## src/hw/rtl/pbsa_pkg.sv

```systemverilog
// ----------------------------------------------------------------------------
// pbsa_pkg
// Shared constants, codes and types for the paged bitmap slot allocator.
// ----------------------------------------------------------------------------
package pbsa_pkg;

  localparam int SLOTS  = 32;
  localparam int PAGES  = 16;
  localparam int SLOT_W = $clog2(SLOTS);
  localparam int PAGE_W = $clog2(PAGES);
  localparam int CNT_W  = $clog2(PAGES + 1);
  localparam int LIM_W  = 5;

  localparam logic [LIM_W-1:0] LIMIT_RESET = LIM_W'(PAGES);

  localparam logic CMD_ALLOC   = 1'b0;
  localparam logic CMD_RELEASE = 1'b1;

  localparam logic [1:0] ST_OK        = 2'd0;
  localparam logic [1:0] ST_EXHAUSTED = 2'd1;
  localparam logic [1:0] ST_BAD_PAGE  = 2'd2;

  // write controls from the sequencer to the page store
  typedef struct packed {
    logic              map_we;
    logic [PAGE_W-1:0] map_addr;
    logic [SLOTS-1:0]  map_data;
    logic              ord_we;
    logic [PAGE_W-1:0] ord_addr;
    logic [PAGE_W-1:0] ord_data;
  } store_wr_t;

endpackage

```

## src/hw/rtl/pbsa_zero_find.sv

```systemverilog
// ----------------------------------------------------------------------------
// pbsa_zero_find
// Lowest-clear-bit finder, shared by slot search and page-id search.
// ----------------------------------------------------------------------------
module pbsa_zero_find (
  input  logic [pbsa_pkg::SLOTS-1:0]  word,
  output logic                        found,
  output logic [pbsa_pkg::SLOT_W-1:0] index
);

  always_comb begin
    found = 1'b0;
    index = '0;
    for (int i = pbsa_pkg::SLOTS - 1; i >= 0; i--) begin
      if (!word[i]) begin
        found = 1'b1;
        index = pbsa_pkg::SLOT_W'(i);
      end
    end
  end

endmodule

```

## src/hw/rtl/pbsa_page_store.sv

```systemverilog
// ----------------------------------------------------------------------------
// pbsa_page_store
// Per-page used-slot bitmaps and the ordered list of open page ids.
// ----------------------------------------------------------------------------
module pbsa_page_store (
  input  logic                        clk,
  input  logic                        rst,
  input  pbsa_pkg::store_wr_t         wr,
  input  logic [pbsa_pkg::PAGE_W-1:0] map_raddr,
  input  logic [pbsa_pkg::PAGE_W-1:0] ord_raddr,
  output logic [pbsa_pkg::SLOTS-1:0]  map_rdata,
  output logic [pbsa_pkg::PAGE_W-1:0] ord_rdata
);

  logic [pbsa_pkg::SLOTS-1:0]  slot_map   [pbsa_pkg::PAGES];
  logic [pbsa_pkg::PAGE_W-1:0] page_order [pbsa_pkg::PAGES];

  always_ff @(posedge clk) begin
    if (rst) begin
      for (int i = 0; i < pbsa_pkg::PAGES; i++) begin
        slot_map[i] <= '0;
      end
    end else if (wr.map_we) begin
      slot_map[wr.map_addr] <= wr.map_data;
    end
  end

  // only the head of the list is defined after reset
  always_ff @(posedge clk) begin
    if (rst) begin
      page_order[0] <= '0;
    end else if (wr.ord_we) begin
      page_order[wr.ord_addr] <= wr.ord_data;
    end
  end

  assign map_rdata = slot_map[map_raddr];
  assign ord_rdata = page_order[ord_raddr];

endmodule

```

## src/hw/rtl/paged_bitmap_slot_allocator_unit.sv

```systemverilog
// ----------------------------------------------------------------------------
// paged_bitmap_slot_allocator_unit
// Slot allocator over pages with per-page bitmaps and an ordered page list.
// ----------------------------------------------------------------------------
// Allocate: walks the open pages in list order (one list entry per cycle) until
//   it meets a non-full one; when none has a free slot, an open step follows,
//   in which a page opens or the pool is reported exhausted.
// Release: clears the slot; closing a page adds a search that locates it in
//   the list and a shift that moves the tail down one entry a cycle.
// One transaction in flight; next input taken the cycle after the result is queued.
// Synchronous reset: page 0 open and empty, page_limit = 16, no result pending.
module paged_bitmap_slot_allocator_unit (
  input  logic                        clk,
  input  logic                        rst,
  input  logic                        in_valid,
  output logic                        in_stall,
  input  logic                        cmd,
  input  logic [pbsa_pkg::PAGE_W-1:0] release_page,
  input  logic [pbsa_pkg::SLOT_W-1:0] release_slot,
  output logic                        out_valid,
  input  logic                        out_stall,
  output logic [pbsa_pkg::PAGE_W-1:0] result_page,
  output logic [pbsa_pkg::SLOT_W-1:0] result_slot,
  output logic [1:0]                  status,
  output logic                        page_opened,
  output logic                        page_closed,
  input  logic                        cfg_valid,
  output logic                        cfg_ready,
  input  logic [pbsa_pkg::LIM_W-1:0]  page_limit
);

  typedef enum logic [7:0] {
    S_IDLE  = 8'b0000_0001,
    S_SCAN  = 8'b0000_0010,
    S_OPEN  = 8'b0000_0100,
    S_REL   = 8'b0000_1000,
    S_FIND  = 8'b0001_0000,
    S_SHIFT = 8'b0010_0000,
    S_DONE  = 8'b0100_0000
  } state_t;

  state_t                      state;
  logic [pbsa_pkg::LIM_W-1:0]  limit;
  logic [pbsa_pkg::PAGES-1:0]  flags;
  logic [pbsa_pkg::CNT_W-1:0]  count;
  logic [pbsa_pkg::CNT_W-1:0]  idx;
  logic [pbsa_pkg::CNT_W-1:0]  idx_inc;
  logic [pbsa_pkg::PAGE_W-1:0] rpage;
  logic [pbsa_pkg::SLOT_W-1:0] rslot;

  logic [pbsa_pkg::PAGE_W-1:0] res_page;
  logic [pbsa_pkg::SLOT_W-1:0] res_slot;
  logic [1:0]                  res_status;
  logic                        res_open;
  logic                        res_close;

  pbsa_pkg::store_wr_t         wr;
  logic [pbsa_pkg::PAGE_W-1:0] map_raddr;
  logic [pbsa_pkg::PAGE_W-1:0] ord_raddr;
  logic [pbsa_pkg::SLOTS-1:0]  map_rdata;
  logic [pbsa_pkg::PAGE_W-1:0] ord_rdata;

  logic [pbsa_pkg::SLOTS-1:0]  zf_word;
  logic                        zf_found;
  logic [pbsa_pkg::SLOT_W-1:0] zf_index;

  logic [pbsa_pkg::LIM_W-1:0]  eff_limit;
  logic                        in_list;
  logic                        page_full;
  logic                        open_ok;
  logic [pbsa_pkg::SLOTS-1:0]  rel_map;
  logic                        rel_empty;

  pbsa_page_store u_store (
    .clk       (clk),
    .rst       (rst),
    .wr        (wr),
    .map_raddr (map_raddr),
    .ord_raddr (ord_raddr),
    .map_rdata (map_rdata),
    .ord_rdata (ord_rdata)
  );

  pbsa_zero_find u_zero_find (
    .word  (zf_word),
    .found (zf_found),
    .index (zf_index)
  );

  assign cfg_ready = 1'b1;
  assign in_stall  = (state != S_IDLE);

  assign idx_inc   = idx + pbsa_pkg::CNT_W'(1);
  assign ord_raddr = (state == S_SHIFT) ? idx_inc[pbsa_pkg::PAGE_W-1:0]
                                        : idx[pbsa_pkg::PAGE_W-1:0];
  assign map_raddr = (state == S_REL) ? rpage : ord_rdata;

  // page-id search pads the unused top with ones so they never match
  assign zf_word = (state == S_OPEN)
                   ? {{(pbsa_pkg::SLOTS - pbsa_pkg::PAGES){1'b1}}, flags}
                   : map_rdata;

  always_comb begin
    if (limit == '0) begin
      eff_limit = pbsa_pkg::LIM_W'(1);
    end else if (limit > pbsa_pkg::LIM_W'(pbsa_pkg::PAGES)) begin
      eff_limit = pbsa_pkg::LIM_W'(pbsa_pkg::PAGES);
    end else begin
      eff_limit = limit;
    end
  end

  assign in_list   = (idx < count);
  assign page_full = &map_rdata;
  assign open_ok   = (pbsa_pkg::LIM_W'(count) < eff_limit) && zf_found;
  assign rel_map   = map_rdata & ~(pbsa_pkg::SLOTS'(1) << rslot);
  assign rel_empty = (rel_map == '0);

  always_comb begin
    wr = '0;
    case (state)
      S_SCAN: begin
        if (in_list && !page_full) begin
          wr.map_we   = 1'b1;
          wr.map_addr = ord_rdata;
          wr.map_data = map_rdata | (pbsa_pkg::SLOTS'(1) << zf_index);
        end
      end
      S_OPEN: begin
        if (open_ok) begin
          wr.map_we   = 1'b1;
          wr.map_addr = zf_index[pbsa_pkg::PAGE_W-1:0];
          wr.map_data = pbsa_pkg::SLOTS'(1);
          wr.ord_we   = 1'b1;
          wr.ord_addr = count[pbsa_pkg::PAGE_W-1:0];
          wr.ord_data = zf_index[pbsa_pkg::PAGE_W-1:0];
        end
      end
      S_REL: begin
        if (flags[rpage]) begin
          wr.map_we   = 1'b1;
          wr.map_addr = rpage;
          wr.map_data = rel_map;
        end
      end
      S_SHIFT: begin
        if (idx_inc < count) begin
          wr.ord_we   = 1'b1;
          wr.ord_addr = idx[pbsa_pkg::PAGE_W-1:0];
          wr.ord_data = ord_rdata;
        end
      end
      default: begin
        wr = '0;
      end
    endcase
  end

  always_ff @(posedge clk) begin
    if (rst) begin
      state     <= S_IDLE;
      limit     <= pbsa_pkg::LIMIT_RESET;
      flags     <= pbsa_pkg::PAGES'(1);
      count     <= pbsa_pkg::CNT_W'(1);
      out_valid <= 1'b0;
    end else begin
      if (cfg_valid) begin
        limit <= page_limit;
      end
      // S_DONE reloads the output register itself
      if (out_valid && !out_stall && state != S_DONE) begin
        out_valid <= 1'b0;
      end
      case (state)
        S_IDLE: begin
          if (in_valid) begin
            rpage      <= release_page;
            rslot      <= release_slot;
            idx        <= '0;
            res_page   <= '0;
            res_slot   <= '0;
            res_status <= pbsa_pkg::ST_OK;
            res_open   <= 1'b0;
            res_close  <= 1'b0;
            state      <= (cmd == pbsa_pkg::CMD_RELEASE) ? S_REL : S_SCAN;
          end
        end
        S_SCAN: begin
          if (!in_list) begin
            state <= S_OPEN;
          end else if (!page_full) begin
            res_page <= ord_rdata;
            res_slot <= zf_index;
            state    <= S_DONE;
          end else begin
            idx <= idx_inc;
          end
        end
        S_OPEN: begin
          if (open_ok) begin
            flags[zf_index[pbsa_pkg::PAGE_W-1:0]] <= 1'b1;
            count    <= count + pbsa_pkg::CNT_W'(1);
            res_page <= zf_index[pbsa_pkg::PAGE_W-1:0];
            res_open <= 1'b1;
          end else begin
            res_status <= pbsa_pkg::ST_EXHAUSTED;
          end
          state <= S_DONE;
        end
        S_REL: begin
          if (!flags[rpage]) begin
            res_status <= pbsa_pkg::ST_BAD_PAGE;
            state      <= S_DONE;
          end else if (count > pbsa_pkg::CNT_W'(1) && rel_empty) begin
            flags[rpage] <= 1'b0;
            res_close    <= 1'b1;
            idx          <= '0;
            state        <= S_FIND;
          end else begin
            state <= S_DONE;
          end
        end
        S_FIND: begin
          if (!in_list) begin
            state <= S_DONE;
          end else if (ord_rdata == rpage) begin
            state <= S_SHIFT;
          end else begin
            idx <= idx_inc;
          end
        end
        S_SHIFT: begin
          if (idx_inc < count) begin
            idx <= idx_inc;
          end else begin
            count <= count - pbsa_pkg::CNT_W'(1);
            state <= S_DONE;
          end
        end
        S_DONE: begin
          if (!out_valid || !out_stall) begin
            result_page <= res_page;
            result_slot <= res_slot;
            status      <= res_status;
            page_opened <= res_open;
            page_closed <= res_close;
            out_valid   <= 1'b1;
            state       <= S_IDLE;
          end
        end
        default: begin
          state <= S_IDLE;
        end
      endcase
    end
  end

`ifndef SYNTH
  a_count_range: assert property (@(posedge clk) disable iff (rst)
    (count != '0) && (count <= pbsa_pkg::CNT_W'(pbsa_pkg::PAGES)))
    else $error("open page count out of range");

  a_count_flags: assert property (@(posedge clk) disable iff (rst)
    (state == S_IDLE) |-> ($countones(flags) == int'(count)))
    else $error("open page count disagrees with open flags");

  a_shift_closing: assert property (@(posedge clk) disable iff (rst)
    (state == S_SHIFT) |-> res_close)
    else $error("list shift without a page close");

  a_accept_busy: assert property (@(posedge clk) disable iff (rst)
    (in_valid && !in_stall) |=> (state != S_IDLE))
    else $error("accepted transaction did not start");

  a_done_loads: assert property (@(posedge clk) disable iff (rst)
    (state == S_DONE && (!out_valid || !out_stall)) |=> out_valid)
    else $error("finished result not presented");
`endif

endmodule
```

## config.mk

```make
export PLATFORM = sky130hd
export DESIGN_NAME = paged_bitmap_slot_allocator_unit
export DESIGN_NICKNAME = d
export VERILOG_FILES = /design/src/hw/rtl/pbsa_pkg.sv /design/src/hw/rtl/pbsa_zero_find.sv /design/src/hw/rtl/pbsa_page_store.sv /design/src/hw/rtl/paged_bitmap_slot_allocator_unit.sv
export SDC_FILE = /design/constraint.sdc
export NUM_CORES = 1
export LEC_CHECK = 0
export BUFFER_PORTS_ARGS = -buffer_cell sky130_fd_sc_hd__buf_2
export CORE_UTILIZATION = 34
export CTS_CLUSTER_DIAMETER = 50
export DETAILED_ROUTE_END_ITERATION = 7
export PLACE_DENSITY = 0.6
export SYNTH_ARGS = -nofsm -noshare
export SYNTH_HDL_FRONTEND = slang
export SYNTH_SLANG_ARGS = --single-unit
```

## constraint.sdc

```tcl
create_clock -name clk -period 8.4 [get_ports clk]
set_input_delay 1.68 -clock clk [delete_from_list [all_inputs] [get_ports clk]]
set_output_delay 1.68 -clock clk [all_outputs]
set_load 0.02 [all_outputs]
```

==> metrics.log, run 1 <==
INFO  metric rsz0062_at_grt = false
INFO  metric total_leakage_power = roughly 12 nW
INFO  metric most_common_cell_in_the_netlist = edfxtp_1
INFO  metric postLayoutSetupSlackWorst = between 0.5 and 0.6 ns
INFO  metric synth.top_cell.area_share = 0.563
INFO  metric post_synth_most_frequent_cells = 616 x edfxtp_1, 449 x nand2_1, 389 x nor2_1
INFO  metric power_density_of_the_placed_cells = 227 nW/um^2
INFO  metric totalNegativeSetupSlack = 0 ns
INFO  metric grt_start_max_net_pins = approximately 90
INFO  metric avgRoutedWirePerCell = 25.2 microns
INFO  metric cts-htree-levels = 3
INFO  metric power_report.internal_total = roughly 6 mW
INFO  metric synth.lib_cells_used.distinct = 110
INFO  metric clk-insertion-delay-late = between 0.6 and 0.7 ns
INFO  metric regToRegStartpoint = idx[0]
INFO  metric synth_enable_flop_cells = ~600
INFO  metric placement.io_buffers = 34
INFO  metric finalWorstPathRequiredPeriod = 7.81 ns
INFO  metric arrival = 8.19 ns
INFO  metric comb_power_share = 0.141
INFO  metric postRouteWirelength = 108 mm
INFO  metric irDropWorstVdd = around 220 uV
INFO  metric path_clk_slew = 0.06 ns
INFO  metric async_flop_share = 0
INFO  metric ys_seq_area_frac = 0.583
INFO  metric yosys.area.top_type = edfxtp_1
INFO  metric coreArea = 95,400 sq um
INFO  metric hp-start = res_slot[4]
INFO  metric critPathMaxFanout = 56
INFO  metric floorplan.die_area = ~100,000 sq um
INFO  metric cts_buffer_depth = 3
INFO  metric finalCritPeriodShare = 0.930
INFO  metric layout.cell_area.non_filler = roughly 38,000 sq um
INFO  metric grt_pass1_vias = roughly 24,000
INFO  metric antenna_found_initial = 0
INFO  metric final_antenna_net_count = 0
INFO  metric die_width = between 300 and 400 microns
INFO  metric grt_first_pass_wirelength = approximately 160 mm
INFO  metric worst_slack_placed = between 0.7 and 0.8 ns
INFO  metric crit-reg2reg-capture = u_store.slot_map[15][2]
INFO  metric finalMaxSlewViolations = 1
INFO  metric area_after_detailed_placement = 34,900 sq um
INFO  metric vias_per_cell = a little under 6
INFO  metric hold_path.class = reg2reg
INFO  metric slew_headroom = -0.00768
INFO  metric transition_time_at_the_pin_with_the_least_slew_margin = between 1 and 1.5 ns
INFO  metric groute.usage.overall = 0.216
INFO  metric num-fill-cells = between 9,000 and 10,000
INFO  metric syn-mean-instance-area = between 10 and 15 sq um
INFO  metric detailedRoute.firstIterationViolations = just under 3,000
INFO  metric die_height = 313 microns
INFO  metric start_util = 0.345
INFO  metric startpoint_type = flop
INFO  metric cts-buffers-inserted = 83
INFO  metric regToRegSetupSlack = about 0.6 ns
INFO  metric timing.critical_path.required = a little under 9 ns
INFO  metric cts-root-buf = clkbuf_16
INFO  metric cts.hold.buffers_added = 0
INFO  metric dr_total_vias = ~25,000
INFO  metric seqPwrFrac = 0.431
INFO  metric globalplace.congestion = ~0.96
INFO  metric grt_met2_usage = 0.342
INFO  metric synth_fp_nets = a little under 3,000
INFO  metric setup_violation_total_in_the_final_timing_report = 0
INFO  metric synthesis.instances = 2,938
INFO  metric synth_top_flop_cell = edfxtp_1
INFO  metric timing.critical_path.to_type = flop
INFO  metric met3_usage = 0.0400
INFO  metric areaGrowthSynthToFinish = 14.7%
INFO  metric worst_hold_path.endpoint = result_slot[4]
INFO  metric dr.pass1.iters = 6
INFO  metric power_frac_clock = 0.427
INFO  metric total_switching_power = 2.38 mW
INFO  metric maxClockFrequency = 128 MHz
INFO  metric count_of_endpoints_failing_hold_in_the_final_timing_report = 0
INFO  metric drv_cap = 1
INFO  metric ys.warnings.count = 0
INFO  metric drive_gt1_frac = 0.159
INFO  metric ys_ff_latch = 650
INFO  metric num-nets-final = between 2,000 and 3,000
INFO  metric post_cts_buffers = 0
INFO  metric hpwl = about 67 mm
INFO  metric multiInputGateArea = about 13,000 sq um
INFO  metric failed_checks = capacitance limit, slew limit
INFO  metric area_of_the_mapped_netlist = approximately 33,000 sq um
INFO  metric placementRows = 113
INFO  metric numClockSinks = 650
INFO  metric clock_tree_from_tritoncts = built
INFO  metric global_route.overflow_total = 0
INFO  metric finalClockSkew = between 0.02 and 0.03 ns
INFO  metric gr-max-usage-layer = met2
INFO  metric synth.area.top_cells = edfxtp_1 56%, nand2_1 5.1%, nor2_1 4.4%
INFO  metric status = finished, violations left
INFO  metric r2r_cells = 20
INFO  metric critical_path_class = reg2reg
INFO  metric ports = 36
INFO  metric sequential_cell_area_in_the_final_layout = between 15,000 and 20,000 sq um
INFO  metric hold_path_depth = 0
INFO  metric antennaDiodeCount = 0
INFO  metric post-route-drc-count = 0
INFO  metric global_route.usage.met1 = 0.294
INFO  metric power.share.switching = 0.278
INFO  metric number_of_gates_resized_after_cts = 0
placed cells by master, fill, tap and decap left out, types with 17 or more instances in the layout:
cell type	instances
mux2i_1	98
buf_12	25
mux2_2	17
a32oi_1	94
nor3_1	104
buf_4	105
buf_2	34
nor2_1	389
dfxtp_1	34
nand2_1	433
a21oi_1	147
edfxtp_1	616
mux4_2	32
nand2_2	17
a22oi_1	30
inv_1	33
clkbuf_16	84
nand4_1	33
nor3_2	50
nor2b_1	92
nand3_1	116
o21ai_0	55
area by class of cell:
cell class | count | share of cell area
Sequential cell | 650 | 0.509
Timing Repair Buffer | 164 | 0.0387
Inverter | 35 | 0.00348
Clock buffer | 93 | 0.0567
Multi-Input combinational cell | 2018 | 0.332
Clock inverter | 58 | 0.0184
Tap cell | 1265 | 0.0420
power groups by stage:
| stage | Sequential, mW | Combinational [mW] | Clock, mW |
|---|---|---|---|
| after detailed placement | 3.76 | 1.18 | 0 |
| after floorplan | 3.73 | 0.732 | 0 |
| final | 3.69 | 1.21 | 3.66 |
| after CTS | 3.69 | 1.18 | 3.71 |
| after global placement | 3.76 | 1.18 | 0 |
| after global routing | 3.70 | 1.27 | 3.83 |
cells by family (layout without fill, tap and decap cells):
group                    count (synthesis)  after routing  share of synthesized area
AO/OA/AOI/OAI                          509            509                      0.116
XOR/XNOR                                11             11                    0.00293
adder cells (fa/ha/maj)                 16             16                    0.00609
buffers and inverters                  270            350                     0.0399
flip-flops                             650            650                      0.583
multiplexers                           151            151                     0.0592
other                                    1              1                   0.000114
AND/OR/NAND/NOR                       1330           1330                      0.193
worst max path at each step:
stage	startpoint	end	slack, ns
floorplan	idx[1]	u_store.slot_map[10][0]	1.73
global placement	idx[1]	u_store.slot_map[10][11]	0.84
detailed placement	idx[1]	u_store.slot_map[15][22]	0.78
CTS	idx[1]	u_store.slot_map[15][8]	0.74
global route	idx[0]	u_store.slot_map[7][9]	0.39
finish	idx[0]	u_store.slot_map[15][2]	0.59
routing by layer:
metal,part of all wire,vias to the layer above
li1,-,10900
met1,0.41,12400
met2,0.46,1302
met3,0.087,259
met4,0.039,0
met5,0,-
flip-flops by register name, summed over array words and instances (netlist names), 7 cells and up:
signal,flops
u_store.slot_map,512
u_store.page_order,64
flags,16
state,7
stage by stage:
step,total power [mW],hold slack [ns],instances,util
after global routing,8.80,0.421,4283,0.395
after detailed placement,4.94,0.410,4132,0.365
after CTS,8.58,0.419,4283,0.395
final,8.56,0.416,4283,0.395
after global placement,4.93,0.411,4132,0.365
after floorplan,4.47,0.400,2938,-
critical path, cell delays in order, from the launching register on:
cell and delay, ns:
edfxtp_1 0.40, ha_1 0.60, buf_4 0.29, mux4_2 0.51, mux2i_1 0.23, o221ai_2 0.20, o31a_2 0.54, buf_12 0.26
mux2i_1 0.17, mux2i_1 0.19, mux2i_1 0.25, mux2i_1 0.66, nand4_1 0.33, nor4_4 0.42, buf_4 0.21, o21ai_0 0.08
o31ai_1 0.92, nor2_1 0.30, o2111ai_4 0.17, nand2_2 0.38, buf_12 0.33
(Power assumes the default switching activity.)
==> run 2: changes to the inputs <==
Clock period 8.4 ns to 8.05 ns, I/O delays scaled along.
==> run 2 against run 1 <==
The run now ends clean. Clock-buffer cell count increased by 3. Clock skew increased by 0.0083 ns. Non-clock buffer count increased by 27. Cell count increased by 0.56%. Sequential power increased by 5%. Clock power about the same. Global-route usage increased by 0.16 points. Register-to-register slack got worse by 0.28 ns. First-iteration DRC count increased by 9.4%. Die area unchanged. Critical endpoint is now u_store.slot_map[1][31]. Largest cell class unchanged.
==> metrics.log, run 2 (same netlist as run 1, synthesis figures left out) <==
INFO  metric hpwl = just under 70 mm
INFO  metric global_route.overflow_total = 0
INFO  metric start_util = 0.345
INFO  metric critical_path_class = reg2reg
INFO  metric global_route.usage.met1 = 0.300
INFO  metric globalplace.congestion = ~0.98
INFO  metric path_common_cell = buf_4
INFO  metric number_of_gates_resized_after_cts = 0
INFO  metric grt_met2_usage = 0.342
INFO  metric reg.largest.list = u_store.slot_map (512), u_store.page_order (64), flags (16)
INFO  metric postRouteWirelength = between 100 and 150 mm
INFO  metric post-route-drc-count = 0
INFO  metric finalCritPeriodShare = 0.961
INFO  metric clock_tree_from_tritoncts = built
INFO  metric status = completed
INFO  metric layout.cells.most_common_list = 616 x edfxtp_1, 433 x nand2_1, 389 x nor2_1, 147 x a21oi_1, 136 x buf_4
INFO  metric num-fill-cells = between 9,000 and 10,000
INFO  metric critPathSlowestCell = a21oi_1
INFO  metric power_frac_clock = 0.418
INFO  metric die_width = 313 microns
INFO  metric vias_per_cell = roughly 5.8
INFO  metric final_antenna_net_count = 0
INFO  metric cts_buffer_depth = 3
INFO  metric worstPathBufferInverterCount = 3
INFO  metric groute.usage.overall = 0.218
INFO  metric grt_pass1_vias = 24,500
INFO  metric avgRoutedWirePerCell = between 20 and 30 microns
INFO  metric dr_total_vias = about 25,000
INFO  metric crit_path_cell_trace = nor4b_4, nand2_2, buf_4, or3_1, nand2_1, a221oi_1, o21a_1, buf_4, a21oi_1, nand4_1, nand4_1, o2111ai_1, nor4_4, nand3_2, a221o_1, nor4b_4, o211ai_4, nand2_2, buf_4
INFO  metric gr-max-usage-layer = met2
INFO  metric mostFrequentLayoutCell = edfxtp_1
INFO  metric top_register = u_store.slot_map
INFO  metric clk-insertion-delay-late = ~0.65 ns
INFO  metric placementRows = 113
INFO  metric grt_start_max_net_pins = 62
INFO  metric multiInputGateArea = between 10,000 and 15,000 sq um
INFO  metric power.share.switching = 0.279
INFO  metric critPathMaxFanout = 23
INFO  metric post_layout_nonfiller_instances = about 4,300
INFO  metric postLayoutSetupSlackWorst = approximately 0.31 ns
INFO  metric finalMaxSlewViolations = 0
INFO  metric comb_power_share = 0.145
INFO  metric finalClockSkew = 0.0350 ns
INFO  metric whs = 0.419 ns
INFO  metric irDropWorstVdd = 172 uV
INFO  metric placement.io_buffers = 34
INFO  metric critPathTopFamily = simple AND/OR/NAND/NOR gates
INFO  metric drv_cap = 0
INFO  metric floorplan.die_area = 98,000 sq um
INFO  metric power_report.internal_total = ~6.4 mW
INFO  metric die_height = around 310 microns
INFO  metric sequential_cell_area_in_the_final_layout = 19,200 sq um
INFO  metric cts.hold.buffers_added = 0
INFO  metric post_cts_buffers = 0
INFO  metric num-nets-final = 3,013
INFO  metric arrival = between 7 and 8 ns
INFO  metric hold_path_depth = 0
INFO  metric transition_time_at_the_pin_with_the_least_slew_margin = approximately 1.4 ns
INFO  metric total_leakage_power = 12.4 nW
INFO  metric dr.pass1.iters = 5
INFO  metric slew_headroom = 0.0845
INFO  metric total_switching_power = about 2.5 mW
INFO  metric hold_path.class = reg2reg
INFO  metric finalWorstPathRequiredPeriod = approximately 7.7 ns
INFO  metric areaGrowthSynthToFinish = 14.8%
INFO  metric ports = 36
INFO  metric timing.critical_path.required = between 8 and 9 ns
INFO  metric r2r_cells = 19
INFO  metric seqPwrFrac = 0.437
INFO  metric cts-root-buf = clkbuf_16
INFO  metric coreArea = ~95,000 sq um
INFO  metric numClockSinks = 650
INFO  metric maxClockFrequency = between 100 and 150 MHz
INFO  metric timing.critical_path.to_type = flop
INFO  metric cp_slowest_stage_delay = roughly 1.1 ns
INFO  metric count_of_endpoints_failing_hold_in_the_final_timing_report = 0
INFO  metric largest_reg_flops = a little over 500
INFO  metric power_density_of_the_placed_cells = about 230 nW/um^2
INFO  metric grt_first_pass_wirelength = ~160 mm
INFO  metric cts-htree-levels = 3
INFO  metric rsz0062_at_grt = false
INFO  metric path_clk_slew = 0.05 ns
INFO  metric setup_violation_total_in_the_final_timing_report = 0
INFO  metric drive_gt1_frac = 0.166
INFO  metric post-place-cells = slightly above 4,000
INFO  metric cts-buffers-inserted = 81
INFO  metric antenna_found_initial = 0
INFO  metric worst_slack_placed = slightly below 0.5 ns
INFO  metric startpoint_type = flop
INFO  metric met3_usage = 0.0370
INFO  metric timing.critical_path.depth = 19
INFO  metric detailedRoute.firstIterationViolations = approximately 3,200
INFO  metric totalNegativeSetupSlack = 0 ns
## run 2: cell types whose count changed in the layout (fill, tap and decap cells not counted)
cell and change:
clkinv_16 +1, clkbuf_1 +4, buf_12 -4, clkinv_2 +3, clkbuf_16 -2, diode_2 +1, inv_8 +2, clkinv_8 -1
inv_16 -2, clkinv_1 -6, clkinvlp_4 -2, clkbuf_8 +1, bufinv_16 -2, buf_4 +31
## run 2: path summary, 6_finish.rpt
path,from,end,slack [ns]
worst min-delay path,res_slot[4],result_slot[4],0.42
worst max-delay path,state[1],u_store.slot_map[1][31],0.31
worst min register to register,res_slot[4],result_slot[4],0.42
worst max register to register,state[1],u_store.slot_map[1][31],0.31
## run 2: through the flow
stage	area, sq um	power, mW	utilization
after floorplan	32900	4.66	-
after detailed placement	35000	5.17	0.367
final	37700	8.83	0.396
after CTS	37700	8.84	0.396
after global placement	35000	5.17	0.367
after global routing	37700	9.07	0.396
## run 2: worst register-to-register path: stages (launching register included)
cell and delay (ns):
dfxtp_1 0.40, nor4b_4 0.49, nand2_2 0.26, buf_4 0.28, or3_1 0.39, nand2_1 0.18
a221oi_1 0.11, o21a_1 0.32, buf_4 0.22, a21oi_1 1.06, nand4_1 0.18, nand4_1 0.48
o2111ai_1 0.43, nor4_4 0.43, nand3_2 0.31, a221o_1 0.42, nor4b_4 0.60, o211ai_4 0.15
nand2_2 0.11, buf_4 0.53
## run 2: final cells by class
cell class                 count  area share
inverter                      35     0.00348
clock inverter                51      0.0161
tap                         1265      0.0419
timing repair buffer         191      0.0427
antenna                        1   0.0000663
sequential                   650       0.508
clock buffer                  96      0.0560
multi-input combinational   2018       0.332
## run 2: per-layer routing
metal | routed length, microns | part of all wire
met1 | 45100 | 0.42
met2 | 49600 | 0.46
met3 | 9260 | 0.086
met4 | 4230 | 0.039
met5 | 0 | 0
## run 2: power groups by stage
| stage | Clock [mW] | Combinational (mW) | Sequential [mW] |
|---|---|---|---|
| after global routing | 3.86 | 1.34 | 3.86 |
| after floorplan | 0 | 0.764 | 3.90 |
| after detailed placement | 0 | 1.25 | 3.92 |
| final | 3.69 | 1.28 | 3.86 |
| after global placement | 0 | 1.25 | 3.92 |
| after CTS | 3.73 | 1.26 | 3.85 |
